$ cat config.mk
export PLATFORM = sky130hd
export DESIGN_NAME = utf8_character_sequence_search
export DESIGN_NICKNAME = d
export VERILOG_FILES = /design/src/design/u8seq_pkg.sv /design/src/design/u8seq_front.sv /design/src/design/u8seq_fifo.sv /design/src/design/u8seq_back.sv /design/src/design/utf8_character_sequence_search.sv
export SDC_FILE = /design/constraint.sdc
export NUM_CORES = 1
export LEC_CHECK = 0
export ABC_AREA = 1
export BUFFER_PORTS_ARGS = -buffer_cell sky130_fd_sc_hd__buf_4
export CAP_MARGIN = 15
export CORE_UTILIZATION = 59
export CTS_CLUSTER_SIZE = 25
export DETAILED_ROUTE_END_ITERATION = 16
export MAX_ROUTING_LAYER = met4
export PLACE_DENSITY = 0.75
export SLEW_MARGIN = 30
export SYNTH_ARGS = -nofsm -noshare
export SYNTH_HDL_FRONTEND = slang
export SYNTH_SLANG_ARGS = --single-unit
$ cat constraint.sdc
create_clock -name clk -period 44.3 [get_ports clk]
set_input_delay 4.43 -clock clk [delete_from_list [all_inputs] [get_ports clk]]
set_output_delay 4.43 -clock clk [all_outputs]
set_load 0.05 [all_outputs]
$ cat src/design/u8seq_pkg.sv
// Shared types and constants for the UTF-8 character sequence search.
package u8seq_pkg;

	localparam int CHAR_W = 35;           // 3-bit byte count, 32 bits of bytes
	localparam logic [7:0] CR_BYTE   = 8'd13;
	localparam logic [7:0] MASK_1B   = 8'b1000_0000;
	localparam logic [7:0] MASK_2B   = 8'b1110_0000;
	localparam logic [7:0] LEAD_2B   = 8'b1100_0000;
	localparam logic [7:0] MASK_3B   = 8'b1111_0000;
	localparam logic [7:0] LEAD_3B   = 8'b1110_0000;
	localparam logic [7:0] MASK_4B   = 8'b1111_1000;
	localparam logic [7:0] LEAD_4B   = 8'b1111_0000;

	typedef logic [CHAR_W-1:0] char_t;

	typedef enum logic [1:0] {
		MODE_PAT   = 2'd0,
		MODE_TEXT  = 2'd1,
		MODE_END   = 2'd2,
		MODE_CLEAR = 2'd3
	} mode_t;

	typedef enum logic [2:0] {
		K_MATCH     = 3'd0,
		K_FOUND     = 3'd1,
		K_NOT_FOUND = 3'd2,
		K_BAD_LEAD  = 3'd3,
		K_EMPTY     = 3'd4,
		K_TRUNC     = 3'd5,
		K_TOO_LONG  = 3'd6
	} kind_t;

	// Work orders from the front end to the back end
	typedef enum logic [2:0] {
		OP_PAT    = 3'd0,   // append pattern character
		OP_TEXT   = 3'd1,   // shift text character into window and compare
		OP_JUDGE  = 3'd2,   // end of text: report found / not found, clear text
		OP_END    = 3'd3,   // end of text: clear text, report kind if flagged
		OP_CLEAR  = 3'd4,   // drop pattern and text
		OP_REPORT = 3'd5    // report kind only
	} op_t;

	typedef struct packed {
		op_t   op;
		logic  report;
		kind_t kind;
		char_t ch;
	} entry_t;

endpackage

$ cat src/design/u8seq_front.sv
// Front end: byte to character assembly, error checks and order classification.
module u8seq_front #(
	parameter int MAX_PATTERN_CHARS = 8,
	parameter int POSITION_BITS     = 20
) (
	input  logic                    clk,
	input  logic                    arst_n,
	input  logic                    accept,
	input  logic [1:0]              mode,
	input  logic [7:0]              byte_value,
	output logic                    push,
	output u8seq_pkg::entry_t       entry,
	output logic [POSITION_BITS:0]  entry_cidx
);
	import u8seq_pkg::*;

	localparam int PLW = $clog2(MAX_PATTERN_CHARS + 1);

	logic [1:0]             br_q, br_n;
	logic                   in_text_q, in_text_n;
	char_t                  partial_q, partial_n;
	logic [PLW-1:0]         plen_q, plen_n;
	logic [POSITION_BITS:0] cidx_q, cidx_n;
	logic                   err_q, err_n;

	logic [2:0] lead_len;
	logic       is_text;
	logic       done;
	char_t      dch;

	always_comb begin
		if (!byte_value[7])
			lead_len = 3'd1;
		else if ((byte_value & MASK_2B) == LEAD_2B)
			lead_len = 3'd2;
		else if ((byte_value & MASK_3B) == LEAD_3B)
			lead_len = 3'd3;
		else if ((byte_value & MASK_4B) == LEAD_4B)
			lead_len = 3'd4;
		else
			lead_len = 3'd0;
	end

	always_comb begin
		br_n       = br_q;
		in_text_n  = in_text_q;
		partial_n  = partial_q;
		plen_n     = plen_q;
		cidx_n     = cidx_q;
		err_n      = err_q;
		push       = 1'b0;
		entry      = '{op: OP_REPORT, report: 1'b1, kind: K_MATCH, ch: '0};
		entry_cidx = cidx_q;
		is_text    = (mode == MODE_TEXT);
		done       = 1'b0;
		dch        = '0;
		case (mode)
			MODE_CLEAR: begin
				br_n      = '0;
				in_text_n = 1'b0;
				partial_n = '0;
				plen_n    = '0;
				cidx_n    = '0;
				err_n     = 1'b0;
				push      = 1'b1;
				entry.op  = OP_CLEAR;
			end
			MODE_END: begin
				br_n   = '0;
				cidx_n = '0;
				push   = 1'b1;
				if (err_q) begin
					entry.op     = OP_END;
					entry.report = 1'b0;
				end else if (br_q != 2'd0) begin
					entry.op   = OP_END;
					entry.kind = K_TRUNC;
					err_n      = 1'b1;
				end else if (plen_q == '0) begin
					entry.op   = OP_END;
					entry.kind = K_EMPTY;
					err_n      = 1'b1;
				end else begin
					entry.op = OP_JUDGE;
				end
			end
			default: begin
				if (!err_q) begin
					if (br_q != 2'd0 && in_text_q != is_text) begin
						// other stream still owes continuation bytes
						push       = 1'b1;
						entry.kind = K_TRUNC;
						err_n      = 1'b1;
					end else if (br_q == 2'd0) begin
						if (byte_value == CR_BYTE) begin
							done = 1'b0;
						end else if (lead_len == 3'd0) begin
							push       = 1'b1;
							entry.kind = K_BAD_LEAD;
							err_n      = 1'b1;
						end else if (lead_len == 3'd1) begin
							done = 1'b1;
							dch  = {3'd1, 24'd0, byte_value};
						end else begin
							partial_n = {lead_len, 24'd0, byte_value};
							br_n      = 2'(lead_len - 3'd1);
							in_text_n = is_text;
						end
					end else begin
						partial_n = {partial_q[34:32], partial_q[23:0], byte_value};
						br_n      = br_q - 2'd1;
						if (br_q == 2'd1) begin
							done = 1'b1;
							dch  = partial_n;
						end
					end
					if (done) begin
						push     = 1'b1;
						entry.ch = dch;
						if (!is_text) begin
							if (plen_q == PLW'(MAX_PATTERN_CHARS)) begin
								entry.kind = K_TOO_LONG;
								err_n      = 1'b1;
							end else begin
								entry.op = OP_PAT;
								plen_n   = plen_q + 1'b1;
							end
						end else if (cidx_q[POSITION_BITS]) begin
							entry.kind = K_TOO_LONG;
							err_n      = 1'b1;
						end else begin
							entry.op   = OP_TEXT;
							cidx_n     = cidx_q + 1'b1;
							entry_cidx = cidx_n;
						end
					end
				end
			end
		endcase
	end

	always_ff @(posedge clk or negedge arst_n) begin
		if (!arst_n) begin
			br_q      <= '0;
			in_text_q <= 1'b0;
			partial_q <= '0;
			plen_q    <= '0;
			cidx_q    <= '0;
			err_q     <= 1'b0;
		end else if (accept) begin
			br_q      <= br_n;
			in_text_q <= in_text_n;
			partial_q <= partial_n;
			plen_q    <= plen_n;
			cidx_q    <= cidx_n;
			err_q     <= err_n;
		end
	end

endmodule

$ cat src/design/u8seq_fifo.sv
// Small register queue between front and back end.
module u8seq_fifo #(
	parameter int WIDTH = 8,
	parameter int DEPTH = 4
) (
	input  logic             clk,
	input  logic             arst_n,
	input  logic             push,
	input  logic [WIDTH-1:0] wdata,
	input  logic             pop,
	output logic [WIDTH-1:0] rdata,
	output logic             not_empty,
	output logic             full
);
	localparam int PW = (DEPTH > 1) ? $clog2(DEPTH) : 1;
	localparam int CW = $clog2(DEPTH + 1);

	logic [WIDTH-1:0] mem_q [DEPTH];
	logic [PW-1:0]    wr_q, rd_q;
	logic [CW-1:0]    cnt_q;

	assign not_empty = (cnt_q != '0);
	assign full      = (cnt_q == CW'(DEPTH));
	assign rdata     = mem_q[rd_q];

	always_ff @(posedge clk) begin
		if (push)
			mem_q[wr_q] <= wdata;
	end

	always_ff @(posedge clk or negedge arst_n) begin
		if (!arst_n) begin
			wr_q  <= '0;
			rd_q  <= '0;
			cnt_q <= '0;
		end else begin
			if (push)
				wr_q <= (wr_q == PW'(DEPTH - 1)) ? '0 : wr_q + 1'b1;
			if (pop)
				rd_q <= (rd_q == PW'(DEPTH - 1)) ? '0 : rd_q + 1'b1;
			if (push && !pop)
				cnt_q <= cnt_q + 1'b1;
			else if (pop && !push)
				cnt_q <= cnt_q - 1'b1;
		end
	end

endmodule

$ cat src/design/u8seq_back.sv
// Back end: pattern store, text window, parallel compare and result register.
module u8seq_back #(
	parameter int MAX_PATTERN_CHARS = 8,
	parameter int POSITION_BITS     = 20
) (
	input  logic                     clk,
	input  logic                     arst_n,
	input  logic                     head_valid,
	input  u8seq_pkg::entry_t        head,
	input  logic [POSITION_BITS:0]   head_cidx,
	output logic                     pop,
	output logic                     result_valid,
	input  logic                     result_stall,
	output logic [2:0]               kind,
	output logic [POSITION_BITS-1:0] position
);
	import u8seq_pkg::*;

	localparam int M   = MAX_PATTERN_CHARS;
	localparam int PLW = $clog2(M + 1);

	// pattern held newest-first so lane j lines up with window lane j-1 (lane 0 with the incoming character)
	char_t                    pat_q [M];
	char_t                    win_q [M];
	logic [PLW-1:0]           plen_q;
	logic                     found_q;
	logic                     valid_q;
	kind_t                    kind_q;
	logic [POSITION_BITS-1:0] pos_q;

	logic                     hit;
	logic                     emit;
	kind_t                    emit_kind;
	logic [POSITION_BITS-1:0] emit_pos;

	assign pop = head_valid && (!valid_q || !result_stall);

	always_comb begin
		hit = (plen_q != '0) && (head_cidx >= (POSITION_BITS + 1)'(plen_q));
		if (head.ch != pat_q[0])
			hit = 1'b0;
		for (int j = 1; j < M; j++) begin
			if (j < int'(plen_q) && win_q[j-1] != pat_q[j])
				hit = 1'b0;
		end
	end

	always_comb begin
		emit      = 1'b0;
		emit_kind = head.kind;
		emit_pos  = '0;
		case (head.op)
			OP_TEXT: begin
				emit      = hit;
				emit_kind = K_MATCH;
				emit_pos  = POSITION_BITS'(head_cidx - (POSITION_BITS + 1)'(plen_q));
			end
			OP_JUDGE: begin
				emit      = 1'b1;
				emit_kind = found_q ? K_FOUND : K_NOT_FOUND;
			end
			OP_END:    emit = head.report;
			OP_REPORT: emit = 1'b1;
			default:   emit = 1'b0;
		endcase
	end

	always_ff @(posedge clk) begin
		if (pop && head.op == OP_PAT) begin
			pat_q[0] <= head.ch;
			for (int j = 1; j < M; j++)
				pat_q[j] <= pat_q[j-1];
		end
		if (pop && head.op == OP_TEXT) begin
			win_q[0] <= head.ch;
			for (int j = 1; j < M; j++)
				win_q[j] <= win_q[j-1];
		end
		if (pop && emit) begin
			kind_q <= emit_kind;
			pos_q  <= emit_pos;
		end
	end

	always_ff @(posedge clk or negedge arst_n) begin
		if (!arst_n) begin
			plen_q  <= '0;
			found_q <= 1'b0;
			valid_q <= 1'b0;
		end else begin
			if (pop) begin
				case (head.op)
					OP_PAT:   plen_q  <= plen_q + 1'b1;
					OP_TEXT:  found_q <= found_q | hit;
					OP_JUDGE: found_q <= 1'b0;
					OP_END:   found_q <= 1'b0;
					OP_CLEAR: begin
						plen_q  <= '0;
						found_q <= 1'b0;
					end
					default:  found_q <= found_q;
				endcase
			end
			if (pop && emit)
				valid_q <= 1'b1;
			else if (!result_stall)
				valid_q <= 1'b0;
		end
	end

	assign result_valid = valid_q;
	assign kind         = kind_q;
	assign position     = pos_q;

endmodule

$ cat src/design/utf8_character_sequence_search.sv
// Top level of the UTF-8 character sequence search.
//
//  beat      | signals                          | direction
//  ----------+----------------------------------+----------
//  byte      | byte_valid byte_stall mode       | in
//            | byte_value                       |
//  result    | result_valid result_stall kind   | out
//            | position                         |
//
// One byte beat per cycle sustained while byte_stall is low; a result passes
// through the queue slot and the result register after its beat.
// The four-entry queue holds up to four pending work items while the result side
// stalls (continuation and dropped bytes add none); byte_stall rises only when it is full.
// Reset clears all control state at once; no sweep is needed.
module utf8_character_sequence_search #(
	parameter int MAX_PATTERN_CHARS = 8,
	parameter int POSITION_BITS     = 20
) (
	input  logic                     clk,
	input  logic                     arst_n,
	input  logic                     byte_valid,
	output logic                     byte_stall,
	input  logic [1:0]               mode,
	input  logic [7:0]               byte_value,
	output logic                     result_valid,
	input  logic                     result_stall,
	output logic [2:0]               kind,
	output logic [POSITION_BITS-1:0] position
);
	import u8seq_pkg::*;

	localparam int QW    = $bits(entry_t) + POSITION_BITS + 1;
	localparam int QDEPTH = 4;

	logic                   accept;
	logic                   push;
	entry_t                 f_entry;
	logic [POSITION_BITS:0] f_cidx;
	logic [QW-1:0]          q_rdata;
	logic                   q_not_empty;
	logic                   q_full;
	logic                   pop;
	entry_t                 b_entry;
	logic [POSITION_BITS:0] b_cidx;

	assign byte_stall = q_full;
	assign accept     = byte_valid && !q_full;

	u8seq_front #(
		.MAX_PATTERN_CHARS(MAX_PATTERN_CHARS),
		.POSITION_BITS    (POSITION_BITS)
	) u_front (
		.clk       (clk),
		.arst_n    (arst_n),
		.accept    (accept),
		.mode      (mode),
		.byte_value(byte_value),
		.push      (push),
		.entry     (f_entry),
		.entry_cidx(f_cidx)
	);

	u8seq_fifo #(
		.WIDTH(QW),
		.DEPTH(QDEPTH)
	) u_fifo (
		.clk      (clk),
		.arst_n   (arst_n),
		.push     (accept && push),
		.wdata    ({f_entry, f_cidx}),
		.pop      (pop),
		.rdata    (q_rdata),
		.not_empty(q_not_empty),
		.full     (q_full)
	);

	assign b_entry = entry_t'(q_rdata[QW-1:POSITION_BITS+1]);
	assign b_cidx  = q_rdata[POSITION_BITS:0];

	u8seq_back #(
		.MAX_PATTERN_CHARS(MAX_PATTERN_CHARS),
		.POSITION_BITS    (POSITION_BITS)
	) u_back (
		.clk         (clk),
		.arst_n      (arst_n),
		.head_valid  (q_not_empty),
		.head        (b_entry),
		.head_cidx   (b_cidx),
		.pop         (pop),
		.result_valid(result_valid),
		.result_stall(result_stall),
		.kind        (kind),
		.position    (position)
	);

endmodule

**Yosys cells after proc, flatten, opt, wreduce, memory -nomap -nowiden**

Memories as Yosys holds them, arrays and structs flattened.
Cells that the tools add are included.

- RAM bits: 812
- Word-level logic and storage cells: 241
- Register bits after elaboration: 92
- Output and inout bits: 25
- Memories kept: 3
- Bits of input ports: 14

- Equality and inequality tests: 43
- Bitwise logic cells: 2
- Reductions and logical operators: 44
- $lt $le $gt $ge: 8
- Muxes and demuxes: 116
- Add/subtract/negate cells: 10

Memory list:

| name | words | width | read ports | clocked after Yosys merged registers in | wr ports | line | source |
|---|---|---|---|---|---|---|---|
| u_back.pat_q | 8 | 35 | 8 | 0 | 8 | u8seq_back.sv:23 | `char_t pat_q [M];` |
| u_back.win_q | 8 | 35 | 7 | 0 | 8 | u8seq_back.sv:24 | `char_t win_q [M];` |
| u_fifo.mem_q | 4 | 63 | 1 | 0 | 1 | u8seq_fifo.sv:18 | `logic [WIDTH-1:0] mem_q [DEPTH];` |

Operator list:

| cell | count |
|---|---|
| $mux W35 | 12 |
| $ne A35 B35 Y1 | 8 |
| $mux W21 | 6 |
| $mux W38 | 2 |
| $pmux W35 S2 | 1 |
| $mux W3 | 21 |
| $mux W1 | 49 |
| $mux W33 | 1 |
| $mux W2 | 11 |
| $add A21 B1 Y21 const B | 1 |
| $ge A21 B4 Y1 | 1 |
| $sub A20 B4 Y20 | 1 |
| $ne A2 B2 Y1 const B | 9 |
| $ne A3 B3 Y1 const B | 6 |
| $pmux W3 S2 | 3 |
| $logic_and A1 B1 Y1 | 17 |
| $lt A3 B4 Y1 const A | 4 |
| $mux W4 | 4 |
| $pmux W4 S2 | 2 |
| $eq A3 B3 Y1 const B | 4 |
| $reduce_and A6 Y1 | 2 |
| $reduce_bool A2 Y1 | 6 |
| $add A4 B1 Y4 const B | 2 |
| $eq A2 B2 Y1 const B | 4 |
| other kinds (30) | 46 |

**Longest topological paths before layout**

Gate-level depths: netlist of the first run.

- Depth after elaboration: 21
- Depth in mapped cells: 22
- Depth with buffers taken out: 18

**Hierarchy**

A second synthesis of the first run with hierarchy kept.

- Cells, all modules: 2744
- Area total of the unflattened synthesis: 36162.2 um2

Modules (own cells, without submodules):

| module | instances | area each (um2) | cells an instance |
|---|---|---|---|
| u8seq_back | 1 | 21162.8 | 1360 |
| u8seq_fifo | 1 | 11060.6 | 787 |
| u8seq_front | 1 | 3915.0 | 592 |
| utf8_character_sequence_search | 1 | 23.8 | 5 |

**Worst setup path before layout of the first run**

OpenSTA, ideal clock, no wires.

- Kind: input to register
- Start: in result_stall
- End: reg u_back.plen_q[2]
- Data arrival time: 17527 ps
- Setup time: 139 ps
- Stages: 7
- Data required time: 44161 ps
- Slack: 26634 ps
- Cell sequence: nand2_1 > o31ai_1 > nor2_2 > inv_1 > nor2_1 > inv_1 > o22ai_1

- Word-level cells in the longest chain between the ends: 4

Ends and longest elaborated chain:

| what | line | source |
|---|---|---|
| start, declared | utf8_character_sequence_search.sv:26 | `input logic result_stall,` |
| $logic_not A1 Y1 | u8seq_back.sv:36 | `assign pop = head_valid && (!valid_q \|\| !result_stall);` |
| $logic_or A1 B1 Y1 | u8seq_back.sv:36 |  |
| $logic_and A1 B1 Y1 | u8seq_back.sv:36 |  |
| $reduce_and A2 Y1 (no source line) | n/a |  |
| end signal, assigned | u8seq_back.sv:93 | `OP_PAT: plen_q <= plen_q + 1'b1;` |
| end, declared | u8seq_back.sv:25 | `logic [PLW-1:0] plen_q;` |

No other way between the ends.
A chain may end at the register's enable or synchronous reset.

==> impl_metrics.toml, run 1 <==
[status]
status = "completed"

[pwr]
power_mw = 2.77
powerDensity_mw_per_mm2 = 70.9
ir_drop_mv = 0.0427
p_sw_share_pct = 33.5
pwr-share-seq_pct = 48.3
comb_power_share_pct = 26.7
power.switching_mw = 0.926
internal_power_mw = 1.84
clkPwrFrac_pct = 25.0
p_leak_nw = 14.1

[worst_setup_path]
cp.arrival_ps = 8210
cp_data_required_time_ps = 44540
cp_slowest_cell = "nor2_4"
endpoint_kind = "flop"
crit_chain = "buf_4, nand2_1, o31ai_1, buf_4, nor2_2, inv_1, nor2_4, buf_6, buf_6, buf_6"
critPathTopFamily = "buffers and inverters"
rr_worst_depth = 11
crit_top_cell = "buf_6"
path_buf_inv = 6
cp.depth = 10
cpPeakStageDelay_ps = 700
start_kind = "input pin"
worst-setup-path-type = "in -> reg"
critPathMaxFanout = 85

[final_layout]
final_common_cell = "edfxtp_1"
nets = 2896
final_util_pct = 66.2
diodes = 0
mostFrequentLayoutCells = "800 x edfxtp_1, 684 x nand2_1, 235 x inv_1"
synthToLayoutAreaGrowth_pct = 11.1
drive_gt1_share_pct = 7.06
multiInputGateArea_mm2 = 0.00824
fillers = 4109
regArea_mm2 = 0.0258

[floorplanning]
initial_core_util_pct = 59.6
io_pins = 39
die-area_mm2 = 0.0606
core_mm2 = 0.0590
die_y_um = 246
die_w_um = 246
rows = 89

[clock_tree]
clockBufferDepth = 3
clkSinkCount = 869
numCtsBuffers = 85
clkTransAtPathRegs_ps = 60
worstSkewPairLatency_ps = 630
htreeDepth = 3
ctsResizeCount = 0
cts_root_buffer = "clkbuf_16"
cts_setup_buffers = 0
cts_tree = "done"
holdBufCountCts = 0

[synth]
synth_compound_area_share_pct = 2.82
synth_edf_count = 800
synth-simple-area-share_pct = 13.9
synthTopCellsByArea = "edfxtp_1 68%, nand2_1 7.3%, xnor2_1 5.3%, dfrtp_1 4.9%, nand3_1 2.7%"
synthesis.area_mm2 = 0.0352
syn_area_per_cell_um2 = 12.7
synth_xor_xnor_area_share_pct = 5.83
synth_cells = 2781
synth_cell_types = 44
synth_flop_cell = "edfxtp_1"
synthAdderAreaFrac_pct = 0.718
synth_top_area_share_pct = 68.3
synth.ff_latch_count = 869
synthMuxAreaShare_pct = 0.0320
yosysSeqAreaShare_pct = 73.2
synth_top_family_by_area = "simple AND/OR/NAND/NOR gates"
async_reset_ff_share_pct = 7.94
ys_warn_count = 0
synth_area_leader_cell = "edfxtp_1"
synthesis.nets = 2814

[timing]
worst_hold_slack_ps = 459
setup_tns_ps = 0
timing.final.crit_share_pct = 18.0
maxSlewHeadroom_pct = 31.7
fin_crit_ps = 7970
rsz0062_at_grt = "false"
hold_viol_final = 0
final_max_slew_viol_count = 0
max_freq_ghz = 0.125
tightestPinTransition_ps = 1020
setup_viol = 0
skew_ps = 17.9

[flow_run]
maxCapViolCount = 0

[routing]
drc = 0
wl_um = 63900
drt_first_pass_iters = 5
avgRoutedWirePerCell_um = 17.2
vias = 20000
vias_per_cell = 5.39
drt-initial-drc-count = 1551
postRouteAntennaNets = 0

[placement]
io_buffers = 38
place_hpwl_um = 40200
gp_congestion = 0.888

[global_route]
grt_pass1_vias = 19900
grt_pass1_wl_um = 102000
overflow = 0
grt.total_usage_pct = 22.3
grt_max_degree = 110
antenna_found_initial = 0

[hold_path]
hold_depth = 0
min_path_type = "reg -> reg"
[cell families after synthesis]
kind of cell / count (synthesis)
and+or+nand+nor: 1167
DFF: 869
buffers and inverters: 308
xor gates and xnor gates: 234
AOI/OAI and AO/OA: 183
adders and majority gates: 19
muxes: 1
[per-layer routing]
layer  track usage, %  vias to the layer above  part of all wire, %
li1                 -                     9682                    -
met1             27.1                     9592                   41
met2             38.1                      567                   52
met3             3.12                      118                  5.3
met4             7.91                        0                  2.3
met5                -                        -                    0
[stage by stage]
stage	cells	instance area (um2)	setup slack [ps]
global route	3705	39100	36050
global placement	3547	36300	35060
detailed placement	3548	36300	35180
CTS	3704	39000	35830
floorplan	2781	35200	26630
finish	3705	39100	36330
[power by group through the flow]
stage,Combinational [mW],Clock (mW),Sequential [mW]
6_report,0.738,0.692,1.34
4_1_cts,0.742,0.704,1.34
3_5_place_dp,0.735,0,1.35
3_3_place_gp,0.709,0,1.34
2_1_floorplan,0.502,0,1.43
5_1_grt,0.819,0.735,1.36
[sequential cells by signal (all words and copies together) (netlist names), 3 cells and up]
| name | flops |
|---|---|
| u_back.pat_q | 280 |
| u_fifo.mem_q | 252 |
| u_back.win_q | 245 |
| u_front.partial_q | 27 |
| u_front.cidx_q | 21 |
| u_back.position | 20 |
| u_back.plen_q | 4 |
| u_front.plen_q | 4 |
| u_back.kind | 3 |
| u_fifo.cnt_q | 3 |
[final timing paths]
check | start | endpoint | slack, ps
setup / recovery | result_stall | u_back.pat_q[3][60] | 36330
hold / removal | u_back.pat_q[0][1] | u_back.pat_q[0][36] | 460
setup reg to reg | u_fifo.rd_q[0] | u_back.pat_q[3][60] | 37970
hold reg to reg | u_back.pat_q[0][1] | u_back.pat_q[0][36] | 460
max in group asynchronous | arst_n | u_fifo.rd_q[0] | 39920
min in group asynchronous | arst_n | u_fifo.cnt_q[1] | 3820
[synthesized netlist by cell type, types with 3 or more instances]
library cell  number
o211ai_1           3
a21oi_1           36
buf_1              5
nand3_1          187
buf_4             13
o21ai_0          115
inv_2              8
nand4_1           27
nand3b_1          24
xnor2_1          214
edfxtp_1         800
a32o_1             3
nor2_1           186
o22ai_1            7
buf_2             27
ha_1              17
o31ai_1            3
clkbuf_1          18
inv_1            235
nor2_2             6
xor2_1            20
nor4_1             6
nor3_1            37
o21ai_1            5
nand2_1          685
dfrtp_1           69
[layout make-up]
class,count,area share [%]
sequential,869,65.9
multi-input combinational,1604,21.1
clock buffer,115,5.94
tap,773,2.48
inverter,244,2.35
timing repair buffer,59,1.29
clock inverter,41,0.945
Note: power is estimated with default switching activity, not from simulation.
==> run 2: changes to the inputs <==
- clock period: 44.3 -> 8.1 ns (I/O delays scaled with it)
==> run 2 against run 1 <==
Against the previous run: sequential share of layout area fell by 0.25 points; die area did not move; sequential power rose to 5.5 times the previous value; clock power rose to 5.6 times the previous value; power rose to 5.5 times the previous value; critical path depth rose by 7; worst setup slack got worse by 33000 ps; final area rose by 0.38%; largest power group unchanged; highest routed layer unchanged.
==> impl_metrics.toml, run 2 (synthesized netlist as in run 1, its figures left out) <==
[status]
status = "completed"

[hold_path]
min_path_type = "in -> async"

[floorplanning]
die_w_um = 246
initial_core_util_pct = 59.6
io_pins = 39
rows = 89
die_y_um = 246
core_mm2 = 0.0590
die-area_mm2 = 0.0606

[placement]
place_worst_setup_slack_ps = 2850
io_buffers = 38
place_hpwl_um = 41800
gp_congestion = 0.885
place_area_mm2 = 0.0363
dp_cells = 3548

[worst_setup_path]
critPathMaxFanout = 45
r2r_start = "u_fifo.rd_q[1]"
cp_data_required_time_ps = 8340
reg2reg_to = "u_back.position[9]"
endpoint_kind = "flop"
cp.arrival_ps = 4950
start_kind = "flop"
rrSetupSlack_ps = 3390
rr_worst_depth = 17
worst-setup-path-type = "reg -> reg"

[flow_run]
maxCapViolCount = 0

[timing]
worst_hold_slack_ps = 205
rsz0062_at_grt = "false"
setup_viol = 0
skew_ps = 18.9
setup_tns_ps = 0
final_max_slew_viol_count = 0
maxSlewHeadroom_pct = 35.9
hold_viol_final = 0
tightestPinTransition_ps = 961
fin_crit_ps = 4710
timing.final.crit_share_pct = 58.1
fin_ws_ps = 3390
max_freq_ghz = 0.212

[clock_tree]
ctsResizeCount = 0
clockBufferDepth = 3
holdBufCountCts = 0
numCtsBuffers = 84
clkTransAtPathRegs_ps = 60
cts_tree = "done"
clkSinkCount = 869
htreeDepth = 3
cts_setup_buffers = 0
worstSkewPairLatency_ps = 620
cts_root_buffer = "clkbuf_16"

[routing]
vias = 20000
drt_first_pass_iters = 5
vias_per_cell = 5.40
wl_um = 64800
drt-initial-drc-count = 1693
postRouteAntennaNets = 0
drc = 0
avgRoutedWirePerCell_um = 17.5

[pwr]
power_mw = 15.3
ir_drop_mv = 0.352
p_leak_nw = 14.2
powerDensity_mw_per_mm2 = 389

[global_route]
overflow = 0
grt_pass1_vias = 19900
grt_max_degree = 166
grt_pass1_wl_um = 103000
grt.total_usage_pct = 22.7
antenna_found_initial = 0

[final_layout]
drive_gt1_share_pct = 7.33
final_util_pct = 66.5
diodes = 0
fillers = 4053
mostFrequentLayoutCells = "800 x edfxtp_1, 685 x nand2_1, 235 x inv_1"
nets = 2897
final_cells = 3706
synthToLayoutAreaGrowth_pct = 11.5
largest_reg_flops = 280
final_cell_area_mm2 = 0.0392
final_common_cell = "edfxtp_1"
top_register = "u_back.pat_q"
reg_top3 = "u_back.pat_q: 280 flops, u_fifo.mem_q: 252 flops, u_back.win_q: 245 flops"
==> run 2: cell count changes in the layout (fill, tap and decap cells not counted), sizes merged <==
cell	before	now
bufinv	6	9
clkinvlp	3	5
buf	59	61
clkinv	30	31
clkbuf	115	108
==> run 2: worst max-delay path by stage <==
stage               cells after the start            from                  end
global placement                        7  u_fifo.rd_q[0]  u_back.win_q[0][76]
finish                                 17  u_fifo.rd_q[1]   u_back.position[9]
CTS                                     7  u_fifo.rd_q[0]  u_back.win_q[0][13]
detailed placement                      7  u_fifo.rd_q[0]   u_back.win_q[0][5]
floorplan                               7    result_stall     u_back.plen_q[2]
global route                           17  u_fifo.rd_q[1]  u_back.position[16]
==> run 2: cell type report <==
type	count	area (um2)	area share, %
inverter	244	918	2.34
tap	773	967	2.47
sequential	869	25800	65.7
clock inverter	47	504	1.29
multi-input combinational	1604	8240	21.0
clock buffer	108	2290	5.83
timing repair buffer	61	556	1.42
==> run 2: power by group <==
group	switching, mW	internal [mW]	total (mW)	leakage [nW]
Sequential	0.679	6.66	7.34	8.29
Clock	1.60	2.29	3.90	1.35
Combinational	2.82	1.22	4.04	4.56
==> run 2: worst max-delay path, stage by stage (launching register included) <==
cell and delay [ps]:
dfrtp_2 580, inv_2 770, buf_4 450, o21ai_0 150, o22ai_1 160, ha_1 220
nand2_1 90, o21ai_0 270, nand3_1 140, nand2_1 150, nor2_1 90, nand3_1 100
nand2_1 60, nor2_1 170, nand2_1 80, nand2_1 70, nand2_1 90, inv_1 610
==> run 2: metal layers <==
| layer | vias up | GRT usage [%] | part of all wire (%) | wire (um) |
|---|---|---|---|---|
| met5 | - | - | 0 | 0 |
| met3 | 109 | 3.67 | 5.8 | 3760 |
| met1 | 9619 | 28.0 | 41 | 26600 |
| li1 | 9701 | - | - | - |
| met4 | 0 | 6.92 | 2.1 | 1350 |
| met2 | 570 | 38.5 | 51 | 33100 |
==> run 3: changes to the inputs <==
- CORE_UTILIZATION: 59 -> 57
- PLACE_DENSITY: 0.75 -> 0.76
- clock period: 8.1 -> 3.95 ns (I/O delays scaled with it)
==> run 3 against run 2 <==
Against the previous run: via count increased by 1.2%; sequential share of layout area decreased by 0.33 points; hold slack got worse by 150 ps; utilization decreased by 1.5 points; combinational power increased by 110%; register-to-register slack got worse by 3000 ps; largest power group unchanged.
==> impl_metrics.toml, run 3 (synthesized netlist as in run 1, its figures left out) <==
[final_layout]
final_common_cell = "edfxtp_1"
synthToLayoutAreaGrowth_pct = 12.0
mostFrequentLayoutCells = "800 x edfxtp_1, 684 x nand2_1, 234 x inv_1"
diodes = 0
largest_reg_flops = 280
nets = 2917
final_cell_area_mm2 = 0.0394
multiInputGateArea_mm2 = 0.00825
final_cells = 3736
reg_top3 = "u_back.pat_q: 280 flops, u_fifo.mem_q: 252 flops, u_back.win_q: 245 flops"
top_register = "u_back.pat_q"
drive_gt1_share_pct = 7.85
regArea_mm2 = 0.0258
fillers = 4150

[placement]
place_hpwl_um = 41900
io_buffers = 38
dp_cells = 3576
place_area_mm2 = 0.0367
gp_congestion = 0.930

[routing]
drc = 0
wl_um = 64400
vias_per_cell = 5.41
drt-initial-drc-count = 1782
postRouteAntennaNets = 0
drt_first_pass_iters = 6
vias = 20200
avgRoutedWirePerCell_um = 17.2

[worst_setup_path]
cp_data_required_time_ps = 4300
start_kind = "flop"
worst-setup-path-type = "reg -> reg"
critPathMaxFanout = 32
cp.arrival_ps = 3880
endpoint_kind = "flop"

[global_route]
grt_max_degree = 157
overflow = 0
grt.total_usage_pct = 21.6
antenna_found_initial = 0
grt_pass1_wl_um = 104000
grt_pass1_vias = 20300

[floorplanning]
core_mm2 = 0.0607
initial_core_util_pct = 58.0
io_pins = 39
die-area_mm2 = 0.0627
die_y_um = 250
rows = 90
die_w_um = 250

[timing]
tightestPinTransition_ps = 940
rsz0062_at_grt = "false"
max_freq_ghz = 0.283
hold_viol_final = 0
skew_ps = 31.0
timing.final.crit_share_pct = 89.5
final_max_slew_viol_count = 0
fin_crit_ps = 3530
maxSlewHeadroom_pct = 37.2
worst_hold_slack_ps = 59.0
setup_viol = 0

[pwr]
pwr-share-seq_pct = 47.6
p_sw_share_pct = 33.3
power.switching_mw = 10.4
p_leak_nw = 14.3
powerDensity_mw_per_mm2 = 794
power_mw = 31.3
ir_drop_mv = 0.444
internal_power_mw = 20.9
clkPwrFrac_pct = 24.9
comb_power_share_pct = 27.5

[status]
status = "completed"

[clock_tree]
clkSinkCount = 869
cts_tree = "done"
cts_root_buffer = "clkbuf_16"
numCtsBuffers = 86
clockBufferDepth = 3
worstSkewPairLatency_ps = 620
htreeDepth = 3
clkTransAtPathRegs_ps = 60

[flow_run]
maxCapViolCount = 0

[hold_path]
min_path_type = "in -> reg"
## run 3: timing repair
action                    CTS  global route
hold buffers                1             0
buffers inserted            0             0
gates resized for setup     0             0
hold endpoints to repair   69             0
## run 3: per-stage QoR
stage / TNS, ps / worst slack (ps) / util (%)
floorplan: -1057150 / -1890 / -
CTS: 0 / 375 / 64.9
global route: 0 / 75.2 / 64.9
global placement: 0 / 574 / 60.4
finish: 0 / 415 / 64.9
detailed placement: 0 / 460 / 60.4
## run 3: worst paths after layout
kind / startpoint / to / slack, ps / depth (start not counted)
worst min register to register: u_back.win_q[0][38] / u_back.win_q[0][73] / 450 / 0
max in group asynchronous: arst_n / u_fifo.rd_q[0] / 3080 / 2
worst max register to register: u_fifo.rd_q[0] / u_back.position[18] / 420 / 18
min in group asynchronous: arst_n / u_fifo.rd_q[0] / 360 / 2
worst min-delay path: byte_value[2] / u_front.partial_q[2] / 60 / 3
worst max-delay path: u_fifo.rd_q[0] / u_back.position[18] / 420 / 18
## run 3: routing by layer
| layer | vias to the layer above | routed length [um] | GRT usage, % |
|---|---|---|---|
| met5 | - | 0 | - |
| met4 | 0 | 1650 | 7.17 |
| met3 | 133 | 3750 | 3.19 |
| met2 | 613 | 32800 | 36.6 |
| met1 | 9747 | 26200 | 26.8 |
| li1 | 9736 | - | - |
## run 3: worst max-delay path: stages (launching register included)
cell,delay [ps]
dfrtp_4,480
clkinv_2,410
nand2_1,200
a32o_1,190
ha_1,170
inv_1,70
fa_1,440
nand3_1,90
and2_0,150
inv_1,60
nor2_1,120
inv_2,70
nor2_1,110
inv_2,60
nor2_2,110
nand3_1,120
nand3b_1,200
o21ai_1,140
a21oi_1,50
## run 3: power by group through the flow
stage / sequential [mW] / combinational, mW / clock, mW
floorplan: 15.5 / 5.72 / 0
global placement: 14.9 / 8.27 / 0
detailed placement: 15.1 / 8.53 / 0
CTS: 14.9 / 8.58 / 7.92
global route: 15.2 / 9.53 / 8.29
finish: 14.9 / 8.60 / 7.80
## run 3: layout make-up
| type | count | share of cell area [%] |
|---|---|---|
| Clock buffer | 119 | 6.06 |
| Sequential cell | 869 | 65.3 |
| Clock inverter | 39 | 0.813 |
| Multi-Input combinational cell | 1604 | 20.9 |
| Timing Repair Buffer | 79 | 2.05 |
| Tap cell | 782 | 2.48 |
| Inverter | 244 | 2.33 |
